===== src/rtl/core/ssa_pkg.sv =====
// Shared types and codes of the swap slot allocator.
package ssa_pkg;

  // Field widths fixed by the interface
  localparam int SECTOR_W   = 14;
  localparam int SLOT_OUT_W = 10;
  localparam int ADDR_W     = 32;
  localparam int STATUS_W   = 2;
  localparam int SPP_W      = 5;
  localparam int SLOTS_W    = 11;
  localparam int CFG_IDX_W  = 1;

  // Used map is kept in rows of this many bits
  localparam int WORD_W = 32;
  localparam int BIT_W  = 5;

  // Configuration register indexes
  localparam logic [CFG_IDX_W-1:0] REG_SECTORS = 1'd0;
  localparam logic [CFG_IDX_W-1:0] REG_SLOTS   = 1'd1;

  // Opcodes
  localparam logic OP_SWAP_OUT = 1'b0;
  localparam logic OP_SWAP_IN  = 1'b1;

  // Transfer directions
  localparam logic DIR_READ  = 1'b0;
  localparam logic DIR_WRITE = 1'b1;

  // Result status codes
  localparam logic [STATUS_W-1:0] ST_OK    = 2'd0;
  localparam logic [STATUS_W-1:0] ST_EMPTY = 2'd1;
  localparam logic [STATUS_W-1:0] ST_FULL  = 2'd2;

  // Classified job handed from the front end to the sector sequencer
  typedef struct packed {
    logic                dir;
    logic [STATUS_W-1:0] status;
    logic [SECTOR_W-1:0] slot;
    logic [ADDR_W-1:0]   frame;
  } job_t;

endpackage


===== src/rtl/core/ssa_front.sv =====
// Front end: keeps the used map, scans for a free slot and classifies each word.
module ssa_front #(
  parameter int MAX_SLOTS = 1024
) (
  input  logic                              clk,
  input  logic                              rst,
  input  logic [ssa_pkg::SLOTS_W-1:0]       slot_count,
  input  logic                              in_valid,
  output logic                              in_ready,
  input  logic                              opcode,
  input  logic [ssa_pkg::SLOT_OUT_W-1:0]    slot_index,
  input  logic [ssa_pkg::ADDR_W-1:0]        frame_addr,
  output logic                              push_valid,
  output ssa_pkg::job_t                     push_job,
  input  logic                              push_ready
);

  localparam int ROWS     = (MAX_SLOTS + ssa_pkg::WORD_W - 1) / ssa_pkg::WORD_W;
  localparam int ROW_W    = (ROWS > 1) ? $clog2(ROWS) : 1;
  localparam int MEM_ROWS = 1 << ROW_W;
  localparam int SLOT_W   = ROW_W + ssa_pkg::BIT_W;
  localparam int CMP_W    = (SLOT_W + 1 > ssa_pkg::SLOTS_W) ? SLOT_W + 1 : ssa_pkg::SLOTS_W;

  localparam logic [1:0] F_IDLE  = 2'd0;
  localparam logic [1:0] F_READ  = 2'd1;
  localparam logic [1:0] F_CHECK = 2'd2;
  localparam logic [1:0] F_PUSH  = 2'd3;

  logic [1:0]                          state;
  logic                                op;
  logic [ROW_W-1:0]                    row;
  logic [ssa_pkg::BIT_W-1:0]           bit_idx;
  logic [ssa_pkg::SLOT_OUT_W-1:0]      slot_in;
  logic [ssa_pkg::ADDR_W-1:0]          frame;
  logic [ROW_W:0]                      hwm;
  ssa_pkg::job_t                       job;

  logic [ssa_pkg::WORD_W-1:0]          map_mem [MEM_ROWS];
  logic [ssa_pkg::WORD_W-1:0]          rd_word;

  logic [CMP_W-1:0]                    lim;
  logic [CMP_W-1:0]                    lim_m1;
  logic [CMP_W-1:0]                    slot_wide;
  logic [ROW_W-1:0]                    last_row;
  logic [ssa_pkg::BIT_W-1:0]           last_bit;
  logic [ssa_pkg::WORD_W-1:0]          word;
  logic [ssa_pkg::WORD_W-1:0]          vmask;
  logic [ssa_pkg::WORD_W-1:0]          fmask;
  logic [ssa_pkg::WORD_W-1:0]          lowest;
  logic                                found;
  logic                                hit;
  logic [ssa_pkg::BIT_W-1:0]           free_bit;
  logic                                row_live;

  // Clamp the slot count to the map size
  always_comb begin
    lim = (CMP_W'(slot_count) > CMP_W'(MAX_SLOTS)) ? CMP_W'(MAX_SLOTS) : CMP_W'(slot_count);
  end
  assign lim_m1    = lim - CMP_W'(1);
  assign last_row  = lim_m1[SLOT_W-1:ssa_pkg::BIT_W];
  assign last_bit  = lim_m1[ssa_pkg::BIT_W-1:0];
  assign slot_wide = CMP_W'(slot_index);

  // Rows at or above the fill mark were never written and read as all free
  assign row_live = ({1'b0, row} < hwm);
  assign word     = row_live ? rd_word : '0;
  assign hit      = word[bit_idx];

  // Find the lowest free bit below the slot count in this row
  always_comb begin
    logic [ssa_pkg::BIT_W-1:0] idx;
    idx   = '0;
    vmask = (row == last_row) ? ({ssa_pkg::WORD_W{1'b1}} >> (5'd31 - last_bit))
                              : {ssa_pkg::WORD_W{1'b1}};
    fmask  = ~word & vmask;
    lowest = fmask & (~fmask + ssa_pkg::WORD_W'(1));
    found  = |fmask;
    for (int b = 0; b < ssa_pkg::WORD_W; b++) begin
      if (lowest[b]) idx = idx | ssa_pkg::BIT_W'(b);
    end
    free_bit = idx;
  end

  assign in_ready   = (state == F_IDLE);
  assign push_valid = (state == F_PUSH);
  assign push_job   = job;

  // Map storage: one read and one write port, read data registered
  always_ff @(posedge clk) begin
    if (state == F_READ) begin
      rd_word <= map_mem[row];
    end
    if (state == F_CHECK) begin
      if (op == ssa_pkg::OP_SWAP_IN && hit) begin
        map_mem[row] <= word & ~(ssa_pkg::WORD_W'(1) << bit_idx);
      end else if (op == ssa_pkg::OP_SWAP_OUT && found) begin
        map_mem[row] <= word | lowest;
      end
    end
  end

  // Payload registers
  always_ff @(posedge clk) begin
    case (state)
      F_IDLE: begin
        if (in_valid) begin
          op      <= opcode;
          slot_in <= slot_index;
          frame   <= frame_addr;
          row     <= (opcode == ssa_pkg::OP_SWAP_IN) ? slot_wide[SLOT_W-1:ssa_pkg::BIT_W] : '0;
          bit_idx <= slot_wide[ssa_pkg::BIT_W-1:0];
          job.dir    <= ssa_pkg::DIR_READ;
          job.frame  <= '0;
          if (opcode == ssa_pkg::OP_SWAP_OUT) begin
            job.status <= ssa_pkg::ST_FULL;
            job.slot   <= '0;
          end else begin
            job.status <= ssa_pkg::ST_EMPTY;
            job.slot   <= ssa_pkg::SECTOR_W'(slot_index);
          end
        end
      end
      F_CHECK: begin
        if (op == ssa_pkg::OP_SWAP_IN) begin
          if (hit) begin
            job.dir    <= ssa_pkg::DIR_READ;
            job.status <= ssa_pkg::ST_OK;
            job.slot   <= ssa_pkg::SECTOR_W'(slot_in);
            job.frame  <= frame;
          end
        end else if (found) begin
          job.dir    <= ssa_pkg::DIR_WRITE;
          job.status <= ssa_pkg::ST_OK;
          job.slot   <= ssa_pkg::SECTOR_W'({row, free_bit});
          job.frame  <= frame;
        end else if (row != last_row) begin
          row <= row + ROW_W'(1);
        end
      end
      default: begin
      end
    endcase
  end

  // Control: state and fill mark
  always_ff @(posedge clk) begin
    if (rst) begin
      state <= F_IDLE;
      hwm   <= '0;
    end else begin
      case (state)
        F_IDLE: begin
          if (in_valid) begin
            if (opcode == ssa_pkg::OP_SWAP_OUT) begin
              state <= (lim == '0) ? F_PUSH : F_READ;
            end else begin
              state <= (slot_wide >= lim) ? F_PUSH : F_READ;
            end
          end
        end
        F_READ: begin
          state <= F_CHECK;
        end
        F_CHECK: begin
          if (op == ssa_pkg::OP_SWAP_IN || found || row == last_row) begin
            state <= F_PUSH;
          end else begin
            state <= F_READ;
          end
          if (op == ssa_pkg::OP_SWAP_OUT && found && !row_live) begin
            hwm <= {1'b0, row} + (ROW_W+1)'(1);
          end
        end
        F_PUSH: begin
          if (push_ready) state <= F_IDLE;
        end
        default: begin
          state <= F_IDLE;
        end
      endcase
    end
  end

  // Fill mark never passes the number of rows
  a_hwm_bound: assert property (@(posedge clk) disable iff (rst)
    hwm <= (ROW_W+1)'(ROWS))
    else $error("fill mark beyond map rows");

  // An allocation leaves its row below the fill mark
  a_alloc_live: assert property (@(posedge clk) disable iff (rst)
    (state == F_CHECK && op == ssa_pkg::OP_SWAP_OUT && found)
      |=> ({1'b0, $past(row)} < hwm))
    else $error("allocated row not covered by fill mark");

endmodule


===== src/rtl/core/ssa_queue.sv =====
// Two-entry job queue between the front end and the sector sequencer.
module ssa_queue (
  input  logic          clk,
  input  logic          rst,
  input  logic          push_valid,
  input  ssa_pkg::job_t push_job,
  output logic          push_ready,
  output logic          pop_valid,
  output ssa_pkg::job_t pop_job,
  input  logic          pop_ready
);

  localparam int DEPTH = 2;
  localparam int PTR_W = 1;
  localparam int CNT_W = 2;

  ssa_pkg::job_t      slots [DEPTH];
  logic [PTR_W-1:0]   wr_ptr;
  logic [PTR_W-1:0]   rd_ptr;
  logic [CNT_W-1:0]   count;
  logic               do_push;
  logic               do_pop;

  assign push_ready = (count != CNT_W'(DEPTH));
  assign pop_valid  = (count != '0);
  assign pop_job    = slots[rd_ptr];
  assign do_push    = push_valid && push_ready;
  assign do_pop     = pop_valid && pop_ready;

  // Store an incoming word
  always_ff @(posedge clk) begin
    if (do_push) slots[wr_ptr] <= push_job;
  end

  // Advance pointers and count
  always_ff @(posedge clk) begin
    if (rst) begin
      wr_ptr <= '0;
      rd_ptr <= '0;
      count  <= '0;
    end else begin
      if (do_push) wr_ptr <= wr_ptr + PTR_W'(1);
      if (do_pop)  rd_ptr <= rd_ptr + PTR_W'(1);
      if (do_push && !do_pop) count <= count + CNT_W'(1);
      else if (do_pop && !do_push) count <= count - CNT_W'(1);
    end
  end

  // Occupancy never exceeds the depth
  a_count_bound: assert property (@(posedge clk) disable iff (rst)
    count <= CNT_W'(DEPTH))
    else $error("queue overfilled");

endmodule


===== src/rtl/core/ssa_back.sv =====
// Sector sequencer: expands each job into per-sector commands behind an output register.
module ssa_back #(
  parameter int SECTOR_BYTES         = 512,
  parameter int MAX_SECTORS_PER_PAGE = 16
) (
  input  logic                            clk,
  input  logic                            rst,
  input  logic [ssa_pkg::SPP_W-1:0]       sectors_per_page,
  input  logic                            pop_valid,
  input  ssa_pkg::job_t                   pop_job,
  output logic                            pop_ready,
  output logic                            out_valid,
  input  logic                            out_ready,
  output logic                            direction,
  output logic [ssa_pkg::SECTOR_W-1:0]    sector_number,
  output logic [ssa_pkg::ADDR_W-1:0]      mem_addr,
  output logic [ssa_pkg::SLOT_OUT_W-1:0]  slot_out,
  output logic [ssa_pkg::STATUS_W-1:0]    status,
  output logic                            last
);

  localparam int NS_W   = $clog2(MAX_SECTORS_PER_PAGE + 1);
  localparam int SPP_CW = (NS_W > ssa_pkg::SPP_W) ? NS_W : ssa_pkg::SPP_W;
  localparam int PROD_W = ssa_pkg::SECTOR_W + NS_W;

  localparam logic B_IDLE = 1'b0;
  localparam logic B_EMIT = 1'b1;

  logic                             state;
  logic                             jdir;
  logic [ssa_pkg::STATUS_W-1:0]     jstatus;
  logic [ssa_pkg::SLOT_OUT_W-1:0]   jslot;
  logic [ssa_pkg::SECTOR_W-1:0]     sec;
  logic [ssa_pkg::ADDR_W-1:0]       addr;
  logic [NS_W-1:0]                  k;

  logic [SPP_CW-1:0]                spp_ext;
  logic [NS_W-1:0]                  n;
  logic [PROD_W-1:0]                prod;
  logic                             load;
  logic                             is_last;

  // Clamp the sector count to 1..MAX_SECTORS_PER_PAGE
  assign spp_ext = SPP_CW'(sectors_per_page);
  always_comb begin
    if (spp_ext == '0) n = NS_W'(1);
    else if (spp_ext > SPP_CW'(MAX_SECTORS_PER_PAGE)) n = NS_W'(MAX_SECTORS_PER_PAGE);
    else n = NS_W'(spp_ext);
  end

  assign prod      = PROD_W'(pop_job.slot) * PROD_W'(n);
  assign pop_ready = (state == B_IDLE);
  assign load      = (state == B_EMIT) && (!out_valid || out_ready);
  assign is_last   = (jstatus != ssa_pkg::ST_OK) || (k == n - NS_W'(1));

  // Take a job and set up the first sector
  always_ff @(posedge clk) begin
    if (state == B_IDLE && pop_valid) begin
      jdir    <= pop_job.dir;
      jstatus <= pop_job.status;
      jslot   <= pop_job.slot[ssa_pkg::SLOT_OUT_W-1:0];
      sec     <= prod[ssa_pkg::SECTOR_W-1:0];
      addr    <= pop_job.frame;
      k       <= '0;
    end else if (load && !is_last) begin
      k    <= k + NS_W'(1);
      sec  <= sec + ssa_pkg::SECTOR_W'(1);
      addr <= addr + ssa_pkg::ADDR_W'(SECTOR_BYTES);
    end
  end

  // Output payload register
  always_ff @(posedge clk) begin
    if (load) begin
      slot_out <= jslot;
      status   <= jstatus;
      last     <= is_last;
      if (jstatus == ssa_pkg::ST_OK) begin
        direction     <= jdir;
        sector_number <= sec;
        mem_addr      <= addr;
      end else begin
        direction     <= ssa_pkg::DIR_READ;
        sector_number <= '0;
        mem_addr      <= '0;
      end
    end
  end

  // Control: sequencer state and output valid
  always_ff @(posedge clk) begin
    if (rst) begin
      state     <= B_IDLE;
      out_valid <= 1'b0;
    end else begin
      if (out_valid && out_ready) out_valid <= 1'b0;
      if (load) out_valid <= 1'b1;
      case (state)
        B_IDLE: begin
          if (pop_valid) state <= B_EMIT;
        end
        B_EMIT: begin
          if (load && is_last) state <= B_IDLE;
        end
        default: begin
          state <= B_IDLE;
        end
      endcase
    end
  end

  // Status words carry no transfer and always close their item
  a_status_zero: assert property (@(posedge clk) disable iff (rst)
    (out_valid && status != ssa_pkg::ST_OK)
      |-> (sector_number == '0 && mem_addr == '0 && last))
    else $error("status word with transfer fields");

endmodule


===== src/rtl/core/swap_slot_allocator.sv =====
// Top level of the first-fit swap slot allocator.
//
// Input channel (in_valid/in_ready): opcode, slot_index, frame_addr. Swap out
// takes the lowest free slot below slot_count and yields sectors_per_page
// write commands; swap in frees a used slot and yields as many read commands.
// A full map or an empty/out-of-range slot yields one status word.
// Output channel (out_valid/out_ready): one sector command per word, last set
// on the final word of each item. Config channel (cfg_valid/cfg_ready, always
// ready): index 0 sectors_per_page, index 1 slot_count; write only when idle.
// Front end: a swap in reads the slot's map row once, none when the slot is
// out of range; a swap out reads one 32-slot map row at a time up to the
// first free slot or the last row, none when slot_count is 0. A job passes
// the front end's job register, the queue and the sequencer's job and output
// registers before its first word is offered. A two-entry queue decouples the
// front end from the sequencer, which takes a new job only after the last
// word of the current one; the slower of scan and sector words sets the rate.
// Reset clears control state and the map fill mark, so every slot reads free
// at once with no clearing pass. A stalled receiver holds the output word;
// the queue then fills and the front end stops accepting.
module swap_slot_allocator #(
  parameter int MAX_SLOTS            = 1024,
  parameter int SECTOR_BYTES         = 512,
  parameter int MAX_SECTORS_PER_PAGE = 16
) (
  input  logic                              clk,
  input  logic                              rst,
  input  logic                              cfg_valid,
  output logic                              cfg_ready,
  input  logic [ssa_pkg::CFG_IDX_W-1:0]     cfg_index,
  input  logic [ssa_pkg::SLOTS_W-1:0]       cfg_data,
  input  logic                              in_valid,
  output logic                              in_ready,
  input  logic                              opcode,
  input  logic [ssa_pkg::SLOT_OUT_W-1:0]    slot_index,
  input  logic [ssa_pkg::ADDR_W-1:0]        frame_addr,
  output logic                              out_valid,
  input  logic                              out_ready,
  output logic                              direction,
  output logic [ssa_pkg::SECTOR_W-1:0]      sector_number,
  output logic [ssa_pkg::ADDR_W-1:0]        mem_addr,
  output logic [ssa_pkg::SLOT_OUT_W-1:0]    slot_out,
  output logic [ssa_pkg::STATUS_W-1:0]      status,
  output logic                              last
);

  logic [ssa_pkg::SPP_W-1:0]   sectors_per_page;
  logic [ssa_pkg::SLOTS_W-1:0] slot_count;

  logic          push_valid;
  logic          push_ready;
  ssa_pkg::job_t push_job;
  logic          pop_valid;
  logic          pop_ready;
  ssa_pkg::job_t pop_job;

  assign cfg_ready = 1'b1;

  // Configuration registers
  always_ff @(posedge clk) begin
    if (rst) begin
      sectors_per_page <= ssa_pkg::SPP_W'(8);
      slot_count       <= ssa_pkg::SLOTS_W'(1024);
    end else if (cfg_valid) begin
      case (cfg_index)
        ssa_pkg::REG_SECTORS: sectors_per_page <= cfg_data[ssa_pkg::SPP_W-1:0];
        ssa_pkg::REG_SLOTS:   slot_count       <= cfg_data;
        default: begin
        end
      endcase
    end
  end

  ssa_front #(
    .MAX_SLOTS (MAX_SLOTS)
  ) u_front (
    .clk        (clk),
    .rst        (rst),
    .slot_count (slot_count),
    .in_valid   (in_valid),
    .in_ready   (in_ready),
    .opcode     (opcode),
    .slot_index (slot_index),
    .frame_addr (frame_addr),
    .push_valid (push_valid),
    .push_job   (push_job),
    .push_ready (push_ready)
  );

  ssa_queue u_queue (
    .clk        (clk),
    .rst        (rst),
    .push_valid (push_valid),
    .push_job   (push_job),
    .push_ready (push_ready),
    .pop_valid  (pop_valid),
    .pop_job    (pop_job),
    .pop_ready  (pop_ready)
  );

  ssa_back #(
    .SECTOR_BYTES         (SECTOR_BYTES),
    .MAX_SECTORS_PER_PAGE (MAX_SECTORS_PER_PAGE)
  ) u_back (
    .clk              (clk),
    .rst              (rst),
    .sectors_per_page (sectors_per_page),
    .pop_valid        (pop_valid),
    .pop_job          (pop_job),
    .pop_ready        (pop_ready),
    .out_valid        (out_valid),
    .out_ready        (out_ready),
    .direction        (direction),
    .sector_number    (sector_number),
    .mem_addr         (mem_addr),
    .slot_out         (slot_out),
    .status           (status),
    .last             (last)
  );

endmodule

===== config.mk =====
export PLATFORM = sky130hd
export DESIGN_NAME = swap_slot_allocator
export DESIGN_NICKNAME = d
export VERILOG_FILES = /design/src/rtl/core/ssa_pkg.sv /design/src/rtl/core/ssa_front.sv /design/src/rtl/core/ssa_queue.sv /design/src/rtl/core/ssa_back.sv /design/src/rtl/core/swap_slot_allocator.sv
export SDC_FILE = /design/constraint.sdc
export NUM_CORES = 2
export LEC_CHECK = 0
export BUFFER_PORTS_ARGS = -buffer_cell sky130_fd_sc_hd__buf_4
export CAP_MARGIN = 20
export CORE_ASPECT_RATIO = 0.7
export CORE_MARGIN = 5
export CORE_UTILIZATION = 59
export CTS_BUF_LIST = sky130_fd_sc_hd__clkbuf_2
export CTS_CLUSTER_DIAMETER = 150
export CTS_CLUSTER_SIZE = 24
export DETAILED_ROUTE_END_ITERATION = 6
export PLACE_DENSITY = 0.74
export SLEW_MARGIN = 30
export SYNTH_ARGS = -nofsm -noshare
export SYNTH_HDL_FRONTEND = slang
export SYNTH_SLANG_ARGS = --single-unit

===== constraint.sdc =====
create_clock -name clk -period 13.6 [get_ports clk]
set_clock_uncertainty 0.2 [all_clocks]
set_input_delay 2.72 -clock clk [delete_from_list [all_inputs] [get_ports clk]]
set_output_delay 2.72 -clock clk [all_outputs]
set_load 0.1 [all_outputs]

==> impl_results.md <==
- Status: finished, violations left
- Failing checks: DRC
- Max_slew headroom: 0.2866
- TritonCTS buffer count: 68
- Critical Path RT: 14.67 ns
- Post-synthesis mux area share: 0.1152
- Leak: a little under 20 nW
- Commonest non-fill, non-tap cell in the layout: edfxtp_1
- CTS tree: yes
- Largest net degree at the start of global routing: 151
- Post-synth top flop: edfxtp_1
- Seq cells post-synth: 1394
- First-pass GRT wire length: 220400 um
- Reg clk slew, reported paths: around 0.5 ns
- Least-Margin Pin Slew: 1.070 ns
- Reg2reg setup slack: 6.08 ns
- Most frequent cells in the layout: 1358 x edfxtp_1, 266 x mux4_2, 176 x buf_4, 162 x nand2_1, 140 x a22oi_1
- Dpl hpwl: 105400 um
- Number of buffers added for setup after CTS: 0
- Yosys cell types: 94
- Worst endpoint data arrival time: 8.59 ns
- Average vias per placed instance: 6.835
- Worst ir drop on vdd: around 0.09 mV
- Post-CTS sizing: 0
- Number of global-route vias before repair: 29980
- Design area: around 0.06 mm^2
- Crit start category: register
- Core Rows: 95
- Setup-failing EPs final: 0
- Die height: 270.3 um
- Synth async-reset ratio: 0
- Final max-slew violation count: 0
- Post-DP Area: 0.05989 mm^2
- Adder-cell share of the synthesized area: 0.01858
- Clock Latency Late Sink: between 1.5 and 2 ns
- Worst hold path class: register to register
- Min cycle time layout: 7.519 ns
- Grt total ovfl: 0
- Drt first pass iters: 7
- Crit. End Element: register
- Horiz. Die Dim: 381.9 um
- Crit Path Category: register to register
- Hold Vio Cnt, Final: 0
- Core area: 0.09604 mm^2
- Post-layout nets: 3412
- Iter 0 DRT Violations: 4656
- MaxCap Viol Count: 0
- Yosys warnings: 0
- DRT Wirelength: 154900 um
- Fraction of layout cells with a size suffix above 1: 0.1989
- Sequential area share after synthesis: 0.7266
- Post-DRT Antenna Nets: 0
- Net Count, Synth: 3318
- H-tree depth: 3
- GP Congestion: about 1.1
- Synth Area in Compound Gates: 0.05658
- Port Buf Inserts: 121
- RSZ-0062 raised after global routing: false
- Power Total: about 7.9 mW
- Fin crit share: 0.5529
- Max Freq: 133.0 MHz
- CP max FO: 40
- Simple-Gate Fraction of Synth Area: 0.05680
- Total track usage: 0.2993
- Clock Sinks: 1394
- Worst-case clock buffer depth: 3
- Pwr dens: around 130 mW/mm^2
- Initial antenna violation count: 10
- Mapped Avg Cell Area: 17.92 um^2
- Largest family of logic cells by synthesized area: multiplexers
- Area share of xor/xnor cells in the synthesized design: 0.01012
- Vias: 31220
- Post-synth EDFFs: approximately 1400
- # DRC: 10
- Initial cell density of the core: 0.5947
- Layout overhead on the synthesized area: 6.064%
- Syn Inst Count: 3187
- Area of the mapped netlist: 0.05712 mm^2
- Hold_buf cts: 0
- DR WL/cell: 33.92 um
- Root Driver: clkbuf_2
- Setup TNS: 0 ns
- Die area: between 0.1 and 0.15 mm^2
- Number of top-level pins: 123
- Filler cell count: between 6000 and 7000
- Hold WS: 0.2087 ns
-- kinds of logic after synthesis --
kind of cell | count (synthesis)
flip-flops | 1394
AND/OR/NAND/NOR | 639
AO/OA/AOI/OAI | 458
multiplexers | 324
buffers and inverters | 234
adder cells (fa/ha/maj) | 71
XOR/XNOR | 66
other | 1
-- through the flow --
step / util / setup slack (ns) / cells
after floorplan: - / 6.770 / 3187
after CTS: 0.6291 / 6.209 / 4553
after global placement: 0.6214 / 6.468 / 4459
after global routing: 0.6307 / 5.677 / 4564
final: 0.6308 / 6.081 / 4567
after detailed placement: 0.6236 / 6.380 / 4466
-- state kept, by name (all words and copies together), names as in the netlist, 32 cells and up, named ones only --
name and cells:
u_back.mem_addr 32, u_front.rd_word 32, u_queue.slots 90, u_front.push_job 45, u_front.frame 32, u_back.addr 32
u_front.map_mem 1024
-- where the power goes --
| group | total (mW) | switching, mW | leakage, nW | internal, mW |
|---|---|---|---|---|
| Combinational | 1.45 | 0.999 | 6.23 | 0.453 |
| Clock | 1.40 | 1.19 | 0.391 | 0.214 |
| Sequential | 5.08 | 0.0923 | 12.8 | 4.99 |
| Total | 7.93 | 2.28 | 19.4 | 5.66 |
-- cell usage after synthesis, drive strengths merged, types with 5 or more instances --
cell type | n | area (um^2)
ha | 48 | 600.6
nand3 | 40 | 200.2
nor3 | 39 | 216.5
a21oi | 84 | 420.4
nor3b | 6 | 45.04
o21a | 13 | 97.59
dfxtp | 36 | 720.7
edfxtp | 1358 | 40780
and2 | 91 | 569.3
xnor2 | 44 | 385.4
mux2 | 5 | 56.30
o21ai | 74 | 370.4
xor2 | 22 | 192.7
o2111ai | 5 | 67.57
a2111oi | 6 | 52.55
a211o | 5 | 43.79
o41ai | 6 | 60.06
a21o | 10 | 75.07
or2 | 8 | 52.55
o22ai | 5 | 31.28
clkbuf | 116 | 435.4
o211ai | 13 | 97.59
and3 | 51 | 319.1
nand4 | 45 | 281.5
mux2i | 53 | 530.5
inv | 65 | 244.0
nor2 | 139 | 534.3
a32oi | 8 | 70.07
nor2b | 13 | 81.33
o31ai | 7 | 76.32
mux4 | 266 | 5991
buf | 52 | 236.5
a211oi | 15 | 117.6
a22oi | 140 | 1051
nand2 | 162 | 608.1
nand2b | 18 | 112.6
nor4 | 7 | 65.06
fa | 23 | 460.4
o31a | 7 | 61.31
o21bai | 7 | 52.55
a31oi | 12 | 75.07
-- layout make-up --
class	count	area, um^2	share of cell area
inverters	66	247.7	0.004089
repair buffers	192	1663	0.02745
flip-flops and latches	1394	41500	0.6851
well taps	1261	1578	0.02604
clock inverters	8	135.1	0.002231
diodes	8	20.02	0.0003305
multi-input cells	1559	15040	0.2483
clock buffers	79	395.4	0.006527
-- worst paths after layout --
| check | to | from | cells past startpoint |
|---|---|---|---|
| min reg2reg | u_queue.slots[0][27] | u_front.push_job[27] | 0 |
| min | u_queue.slots[0][27] | u_front.push_job[27] | 0 |
| max reg2reg | u_front.map_mem[12][11] | slot_count[10] | 17 |
| max | u_front.map_mem[12][11] | slot_count[10] | 17 |
-- critical path, cell delays in order (launching register included) --
cell and delay (ns):
dfxtp_1 0.84, clkinv_1 0.45, nand2_1 0.23, ha_1 0.34, inv_1 0.12, ha_1 0.47, nor2b_1 0.87, nand2_1 0.12
a211oi_1 0.22, o21ai_0 0.13, o31ai_2 0.39, and4_1 0.35, nand4_1 0.24, o31a_1 0.36, buf_4 0.28, nor3_2 0.70
a22oi_1 0.50, buf_4 0.37
-- layer usage --
metal	vias to the layer above	global-route usage	share of wire
met1	16220	0.4754	0.43
li1	12930	-	-
met3	219	0.1087	0.14
met5	-	0	0.00073
met4	2	0.06044	0.023
met2	1843	0.4037	0.41
Note: power is estimated with default switching activity, not from simulation.
